===== src/sv/dsl_pkg.sv =====
// Shared types and constants for the dual sorted list engine.
// Used by dsl_cell, dsl_list and dual_sorted_list_engine_core; depends on nothing.
package dsl_pkg;

	localparam int LIST_DEPTH = 16;
	localparam int KEY_BITS = 16;
	localparam int FIELD_KEY_BITS = 16;
	localparam int FIELD_CNT_BITS = 5;
	localparam int CNT_BITS = $clog2(LIST_DEPTH + 1);

	typedef logic [KEY_BITS-1:0] key_t;
	typedef logic [CNT_BITS-1:0] cnt_t;

	// Operation codes.
	localparam logic [1:0] OP_INS_ACTIVE  = 2'd0;
	localparam logic [1:0] OP_INS_PENDING = 2'd1;
	localparam logic [1:0] OP_REMOVE      = 2'd2;
	localparam logic [1:0] OP_PROMOTE     = 2'd3;

	// Status codes.
	localparam logic [1:0] ST_OK        = 2'd0;
	localparam logic [1:0] ST_FULL      = 2'd1;
	localparam logic [1:0] ST_NOT_FOUND = 2'd2;
	localparam logic [1:0] ST_EMPTY     = 2'd3;

	// Broadcast control to every cell of a list.
	typedef struct packed {
		logic ins;
		logic rem;
		logic pop;
	} cell_ctl_t;

	// Command to one list: insert key, remove first match of key, or drop the head.
	typedef struct packed {
		logic ins;
		logic rem;
		logic pop;
		key_t key;
	} list_cmd_t;

	// Status of one list as seen by the control logic.
	typedef struct packed {
		key_t head;
		logic full;
		logic empty;
		logic found;
		cnt_t fill;
	} list_stat_t;

endpackage


===== src/sv/dual_sorted_list_engine_core.sv =====
// Top level of the dual sorted list engine: two cell-chain lists and the request decode.
// Depends on dsl_pkg, dsl_list and dsl_cell.
//
// Channel   Direction  Handshake            Fields
// request   in         start high, busy low operation, item_key
// result    out        done for one cycle   status, moved_key, active_count, pending_count
//
// Each list is a row of cells that all compare against the request key at once and
// shift by one place, so every request finishes in the cycle it is accepted.
// The result is registered and appears in the cycle after acceptance, and busy stays low, so a new request
// may be issued every cycle; throughput is one request per clock.
// Reset empties both lists by clearing their fill counts; entry contents are not cleared.
// The receiver cannot stall: each result is shown for exactly one cycle.
module dual_sorted_list_engine_core (
	input  logic       clk,
	input  logic       arst_n,
	input  logic       start,
	output logic       busy,
	input  logic [1:0] operation,
	input  logic [15:0] item_key,
	output logic       done,
	output logic [1:0] status,
	output logic [15:0] moved_key,
	output logic [4:0] active_count,
	output logic [4:0] pending_count
);
	import dsl_pkg::*;

	list_cmd_t  act_cmd;
	list_cmd_t  pnd_cmd;
	list_stat_t act_stat;
	list_stat_t pnd_stat;
	key_t       key;
	logic       accept;
	logic [1:0] status_d;
	key_t       moved_d;
	logic       done_q;
	logic [1:0] status_q;
	key_t       moved_q;

	// Every request completes in the cycle it is accepted, so the engine never refuses one.
	assign busy   = 1'b0;
	assign accept = start && !busy;
	assign key    = key_t'(item_key);

	// Decode the request into list commands. Insert and promote commands are only raised when
	// the operation will succeed and a removal is gated inside the list, so a refused request leaves both lists untouched.
	always_comb begin
		act_cmd     = '0;
		pnd_cmd     = '0;
		act_cmd.key = key;
		pnd_cmd.key = key;
		status_d    = ST_OK;
		moved_d     = '0;
		unique case (operation)
			OP_INS_ACTIVE: begin
				if (act_stat.full) begin
					status_d = ST_FULL;
				end else begin
					act_cmd.ins = accept;
				end
			end
			OP_INS_PENDING: begin
				if (pnd_stat.full) begin
					status_d = ST_FULL;
				end else begin
					pnd_cmd.ins = accept;
				end
			end
			OP_REMOVE: begin
				act_cmd.rem = accept;
				if (!act_stat.found) begin
					status_d = ST_NOT_FOUND;
				end
			end
			OP_PROMOTE: begin
				// The pending head moves into the active list by the normal insert rule.
				if (pnd_stat.empty) begin
					status_d = ST_EMPTY;
				end else if (act_stat.full) begin
					status_d = ST_FULL;
				end else begin
					act_cmd.key = pnd_stat.head;
					act_cmd.ins = accept;
					pnd_cmd.pop = accept;
					moved_d     = pnd_stat.head;
				end
			end
			default: begin
				status_d = ST_OK;
			end
		endcase
	end

	dsl_list u_active (
		.clk    (clk),
		.arst_n (arst_n),
		.cmd    (act_cmd),
		.stat   (act_stat)
	);

	dsl_list u_pending (
		.clk    (clk),
		.arst_n (arst_n),
		.cmd    (pnd_cmd),
		.stat   (pnd_stat)
	);

	always_ff @(posedge clk or negedge arst_n) begin
		if (!arst_n) begin
			done_q <= 1'b0;
		end else begin
			done_q <= accept;
		end
	end

	// Result payload is captured with the request; the counts are read live from the
	// fill registers, which hold the post-request values during the result cycle.
	always_ff @(posedge clk) begin
		if (accept) begin
			status_q <= status_d;
			moved_q  <= moved_d;
		end
	end

	assign done          = done_q;
	assign status        = status_q;
	assign moved_key     = FIELD_KEY_BITS'(moved_q);
	assign active_count  = FIELD_CNT_BITS'(act_stat.fill);
	assign pending_count = FIELD_CNT_BITS'(pnd_stat.fill);

`ifndef SYNTHESIS
	// A pending insert reports ok exactly when the pending count grew by one.
	assert property (@(posedge clk) disable iff (!arst_n)
		(accept && operation == OP_INS_PENDING) |=>
		((status == ST_OK) == (pending_count == $past(pending_count) + 5'd1)))
		else $error("pending insert status disagrees with count change");

	// An empty report on promote means the pending list really was empty.
	assert property (@(posedge clk) disable iff (!arst_n)
		(done && status == ST_EMPTY) |-> (pending_count == 5'd0))
		else $error("pending empty reported with entries present");

	// A promote never creates or loses entries across the two lists.
	assert property (@(posedge clk) disable iff (!arst_n)
		(accept && operation == OP_PROMOTE) |=>
		((6'(active_count) + 6'(pending_count)) ==
		$past(6'(active_count) + 6'(pending_count))))
		else $error("promote changed the total entry count");
`endif

endmodule


===== src/sv/dsl_cell.sv =====
// One entry of a sorted list: holds a key and trades it with its neighbors.
// Depends on dsl_pkg.
module dsl_cell (
	input  logic              clk,
	input  dsl_pkg::cell_ctl_t ctl,
	input  dsl_pkg::key_t     key,
	input  logic              valid,
	input  logic              left_lt,
	input  dsl_pkg::key_t     left_entry,
	input  dsl_pkg::key_t     right_entry,
	input  logic              hit_in,
	output logic              lt,
	output logic              hit_out,
	output dsl_pkg::key_t     entry
);
	import dsl_pkg::*;

	key_t entry_q;

	// Empty cells count as smaller than any key, so an insert with no smaller entry lands at the fill point.
	assign lt      = !valid || (entry_q < key);
	assign hit_out = hit_in || (valid && (entry_q == key));
	assign entry   = entry_q;

	always_ff @(posedge clk) begin
		if (ctl.ins && lt) begin
			entry_q <= left_lt ? left_entry : key;
		end else if ((ctl.rem && hit_out) || ctl.pop) begin
			entry_q <= right_entry;
		end
	end

endmodule


===== src/sv/dsl_list.sv =====
// A descending sorted list built as a row of dsl_cell instances plus a fill count.
// Depends on dsl_pkg and dsl_cell.
module dsl_list (
	input  logic               clk,
	input  logic               arst_n,
	input  dsl_pkg::list_cmd_t cmd,
	output dsl_pkg::list_stat_t stat
);
	import dsl_pkg::*;

	cnt_t      fill_q;
	logic      lt_c  [LIST_DEPTH];
	logic      hit_c [LIST_DEPTH+1];
	key_t      ent_c [LIST_DEPTH];
	cell_ctl_t ctl;
	logic      found;

	assign hit_c[0] = 1'b0;
	assign found    = hit_c[LIST_DEPTH];

	// A removal only moves cells when the key is present.
	assign ctl.ins = cmd.ins;
	assign ctl.rem = cmd.rem && found;
	assign ctl.pop = cmd.pop;

	for (genvar g = 0; g < LIST_DEPTH; g++) begin : g_cell
		logic lft_lt;
		key_t lft_ent;
		key_t rgt_ent;
		if (g == 0) begin : g_first
			assign lft_lt  = 1'b0;
			assign lft_ent = cmd.key;
		end else begin : g_mid
			assign lft_lt  = lt_c[g-1];
			assign lft_ent = ent_c[g-1];
		end
		if (g == LIST_DEPTH - 1) begin : g_last
			assign rgt_ent = ent_c[g];
		end else begin : g_inner
			assign rgt_ent = ent_c[g+1];
		end
		dsl_cell u_cell (
			.clk         (clk),
			.ctl         (ctl),
			.key         (cmd.key),
			.valid       (CNT_BITS'(g) < fill_q),
			.left_lt     (lft_lt),
			.left_entry  (lft_ent),
			.right_entry (rgt_ent),
			.hit_in      (hit_c[g]),
			.lt          (lt_c[g]),
			.hit_out     (hit_c[g+1]),
			.entry       (ent_c[g])
		);
	end

	always_ff @(posedge clk or negedge arst_n) begin
		if (!arst_n) begin
			fill_q <= '0;
		end else if (ctl.ins) begin
			fill_q <= fill_q + 1'b1;
		end else if (ctl.rem || ctl.pop) begin
			fill_q <= fill_q - 1'b1;
		end
	end

	assign stat.head  = ent_c[0];
	assign stat.full  = (fill_q == CNT_BITS'(LIST_DEPTH));
	assign stat.empty = (fill_q == '0);
	assign stat.found = found;
	assign stat.fill  = fill_q;

endmodule


===== config.mk =====
export PLATFORM = sky130hd
export DESIGN_NAME = dual_sorted_list_engine_core
export DESIGN_NICKNAME = d
export VERILOG_FILES = /design/src/sv/dsl_pkg.sv /design/src/sv/dual_sorted_list_engine_core.sv /design/src/sv/dsl_cell.sv /design/src/sv/dsl_list.sv
export SDC_FILE = /design/constraint.sdc
export NUM_CORES = 2
export LEC_CHECK = 0
export ABC_AREA = 0
export BUFFER_PORTS_ARGS = -buffer_cell sky130_fd_sc_hd__buf_4
export CORE_UTILIZATION = 36
export DETAILED_ROUTE_END_ITERATION = 6
export GPL_TIMING_DRIVEN = 0
export PLACE_DENSITY = 0.56
export SETUP_SLACK_MARGIN = 0.3
export SLEW_MARGIN = 30
export SYNTH_ARGS = -nofsm -noshare
export SYNTH_HDL_FRONTEND = slang
export SYNTH_SLANG_ARGS = --single-unit

===== constraint.sdc =====
create_clock -name clk -period 6.07 [get_ports clk]
set_input_delay 0.607 -clock clk [delete_from_list [all_inputs] [get_ports clk]]
set_output_delay 0.607 -clock clk [all_outputs]
set_load 0.005 [all_outputs]

==> metrics.yaml <==
logic_synthesis:
  ys_ff_latch: 541
  async_reset_ff_frac: 0.0203
  syn_inst: 3850
  yosysUniqueCellTypes: 86
  avgSynthCellArea_sq_um: 10.8
  yosysWarnings: 0
  synth_edf_count: 530
  synthFlopType: "edfxtp_1"
  synth-seq-area-share: 0.391
  mappedNetlistNets: 4380
  syn_area_sq_um: 41400
layout:
  num-fill-cells: 11098
  final_common_cell: "edfxtp_1"
  final-seq-area_sq_um: 16200
  final_cell_mix: "edfxtp_1 (530), ha_1 (508), mux2_2 (414), o21ai_0 (336), mux2i_1 (194)"
  multiInputGateArea_sq_um: 24200
  area_growth_pct: 13.4
  final_nets: 4539
  layout-drive-gt1-share: 0.207
power:
  total_power_uw: 14600
  power_density_nw_per_um2: 312
  vdd_drop_max_v: 0.000214
  p_comb_frac: 0.363
  p_leak_uw: 0.0183
  p_int_uw: 9150
  sequentialPowerShare: 0.347
  sw_frac_of_total: 0.375
  p_sw_uw: 5500
  clockPowerShare: 0.290
die:
  coreArea_sq_um: 114000
  start_util: 0.363
  rows: 124
  die-area_sq_um: 116000
  die_h_um: 341
  die_x_um: 341
  pin_count: 51
setup_path:
  cp-start-kind: "register"
  worst-setup-path-type: "reg2reg"
  cp.buffers_inverters: 9
  worstPathCellList: "buf_2 > inv_1 > ha_1 > nand4bb_2 > and3_1 > buf_6 > buf_6 > and2_4 > a21o_4 > buf_6 > inv_8 > ha_1 > and4_1 > and4_1 > a21o_1 > a221o_1 > o2bb2ai_1 > or2_2 > clkbuf_1 > clkbuf_4 > o21ai_2 > buf_6"
  cp_top_family: "buffers and inverters"
  path_max_fanout: 17
  crit_required_ps: 6420
  critPathSlowestCell: "dfrtp_2"
  cpMostUsedCell: "buf_6"
  cpPeakStageDelay_ps: 480
  end_kind: "register"
  cp.arrival_ps: 6140
global_route:
  grt_first_pass_wirelength_um: 229000
  overflow: 0
  grt_usage: 0.267
  grt_max_degree: 25
  grt_antenna_before_repair: 8
  grt_pass1_vias: 33404
clock_network:
  cts_sinks: 541
  clock_latency_ps: 660
  htree_levels: 3
  clk_path_buf_depth: 3
  root_buffer: "clkbuf_16"
  numCtsBuffers: 72
  path_clk_slew_ps: 60
  cts_tree: "yes"
placed_design:
  io_buffers: 48
  gp_congestion: 0.946
  hpwl_um: 114000
  post-place-ws_ps: -1400
timing:
  hold_viol_final: 0
  rsz0062_at_grt: "yes"
  setup_slack_ps: 276
  fmax_mhz: 173
  finalSetupViolCount: 0
  worstMarginPinSlew_ps: 1090
  tns_ps: 0
  period_needed_ps: 5790
  hold_slack_ps: 325
  min_period_over_period: 0.955
  slew_viol_final: 0
  skew_ps: 41.8
  slew_headroom: 0.272
detailed_routing:
  detail_route.iter0.violations: 3652
  routed_wl_um: 159000
  vias: 34275
  drcViolationCount: 0
  drtPass1Iterations: 6
  antenna_left: 0
  wire_per_inst_um: 28.5
  viasPerCell: 6.15
hold_path:
  min-delay-path-class: "in2reg"
run:
  cap_violations: 0
run_status:
  status: "finished clean"
[power groups by stage]
stage               combinational, uW  clock (uW)  sequential (uW)
floorplan                        3540           0             4910
global placement                 4940           0             5150
detailed placement               5060           0             5140
CTS                              5180        4280             5070
global route                     5770        4390             5110
finish                           5320        4240             5090
[per-stage QoR]
stage | area, sq um | util | instances
2_1_floorplan | 41400 | - | 3850
5_1_grt | 47000 | 0.411 | 5576
3_5_place_dp | 44000 | 0.385 | 5424
4_1_cts | 46700 | 0.409 | 5566
6_report | 47000 | 0.411 | 5577
3_3_place_gp | 43700 | 0.383 | 5410
[path summary, 6_finish.rpt]
kind / start / endpoint / slack (ps) / cells past startpoint
setup / recovery: u_active.fill_q[1]$_DFFE_PN0P_ / u_active.g_cell[6].u_cell.entry[8]$_DFFE_PP_ / 280 / 22
hold / removal: start / done$_DFF_PN0_ / 320 / 1
setup reg to reg: u_active.fill_q[1]$_DFFE_PN0P_ / u_active.g_cell[6].u_cell.entry[8]$_DFFE_PP_ / 280 / 22
hold reg to reg: u_pending.g_cell[15].u_cell.entry[4]$_DFFE_PP_ / u_pending.g_cell[14].u_cell.entry[4]$_DFFE_PP_ / 580 / 1
max in group asynchronous: arst_n / u_active.fill_q[0]$_DFFE_PN0P_ / 5410 / 2
min in group asynchronous: arst_n / u_pending.fill_q[1]$_DFFE_PN0P_ / 380 / 2
[synthesized netlist by cell type, types with 21 or more instances]
| cell | instances | area share |
|---|---|---|
| nor2_1 | 160 | 0.014 |
| a21o_1 | 94 | 0.017 |
| mux2i_1 | 194 | 0.047 |
| o211ai_1 | 58 | 0.011 |
| clkbuf_1 | 135 | 0.012 |
| a21oi_1 | 189 | 0.023 |
| buf_2 | 55 | 0.0066 |
| o21ai_0 | 347 | 0.042 |
| nor2b_1 | 40 | 0.0060 |
| o2111ai_1 | 21 | 0.0044 |
| and2_1 | 21 | 0.0032 |
| o21a_1 | 43 | 0.0078 |
| nand2_1 | 196 | 0.018 |
| edfxtp_1 | 530 | 0.38 |
| nor3_1 | 41 | 0.0050 |
| ha_1 | 509 | 0.15 |
| a31oi_1 | 79 | 0.012 |
| o31ai_1 | 39 | 0.0071 |
| mux2_2 | 414 | 0.11 |
| nand2b_1 | 50 | 0.0075 |
| inv_1 | 99 | 0.0090 |
| nand4_1 | 74 | 0.011 |
| nand3_1 | 128 | 0.015 |
[layer usage]
layer,vias to the layer above,share of wire,global-route usage
li1,15333,-,-
met1,16850,0.42,0.359
met2,1675,0.43,0.403
met3,417,0.095,0.0651
met4,0,0.051,0.124
met5,-,0,0
[area by class of cell]
| type | instances | share of cell area |
|---|---|---|
| Clock inverter | 33 | 0.00701 |
| Multi-Input combinational cell | 2977 | 0.514 |
| Antenna cell | 1 | 0.0000533 |
| Sequential cell | 541 | 0.345 |
| Tap cell | 1512 | 0.0403 |
| Clock buffer | 96 | 0.0409 |
| Buffer | 233 | 0.0257 |
| Timing Repair Buffer | 84 | 0.0159 |
| Inverter | 100 | 0.0113 |
[flip-flops by register name, summed over array words and instances (netlist names)]
| register | count |
|---|---|
| u_pending.fill_q | 5 |
| done | 1 |
| u_active.g_cell.u_cell.entry | 256 |
| status | 2 |
| moved_key | 16 |
| u_active.fill_q | 5 |
| u_pending.g_cell.u_cell.entry | 256 |
[kinds of logic after synthesis]
family	Yosys count	share of synthesized area
xor+xnor	5	0.00106
fa+ha+maj	509	0.154
other cells	1	0.0000905
simple gates	826	0.102
mux	608	0.159
compound gates	1027	0.157
flops	541	0.391
buf+inv	333	0.0359
[what timing repair did]
action / CTS / global route
pin swaps: 11 / 6
cloned: 1 / 0
hold endpoints to repair: 11 / 0
endpoints found under the setup margin: 518 / 380
hold buffers: 1 / 0
resized for setup: 108 / 60
buffers inserted: 11 / 10
Power figures use the tool's default switching activity.
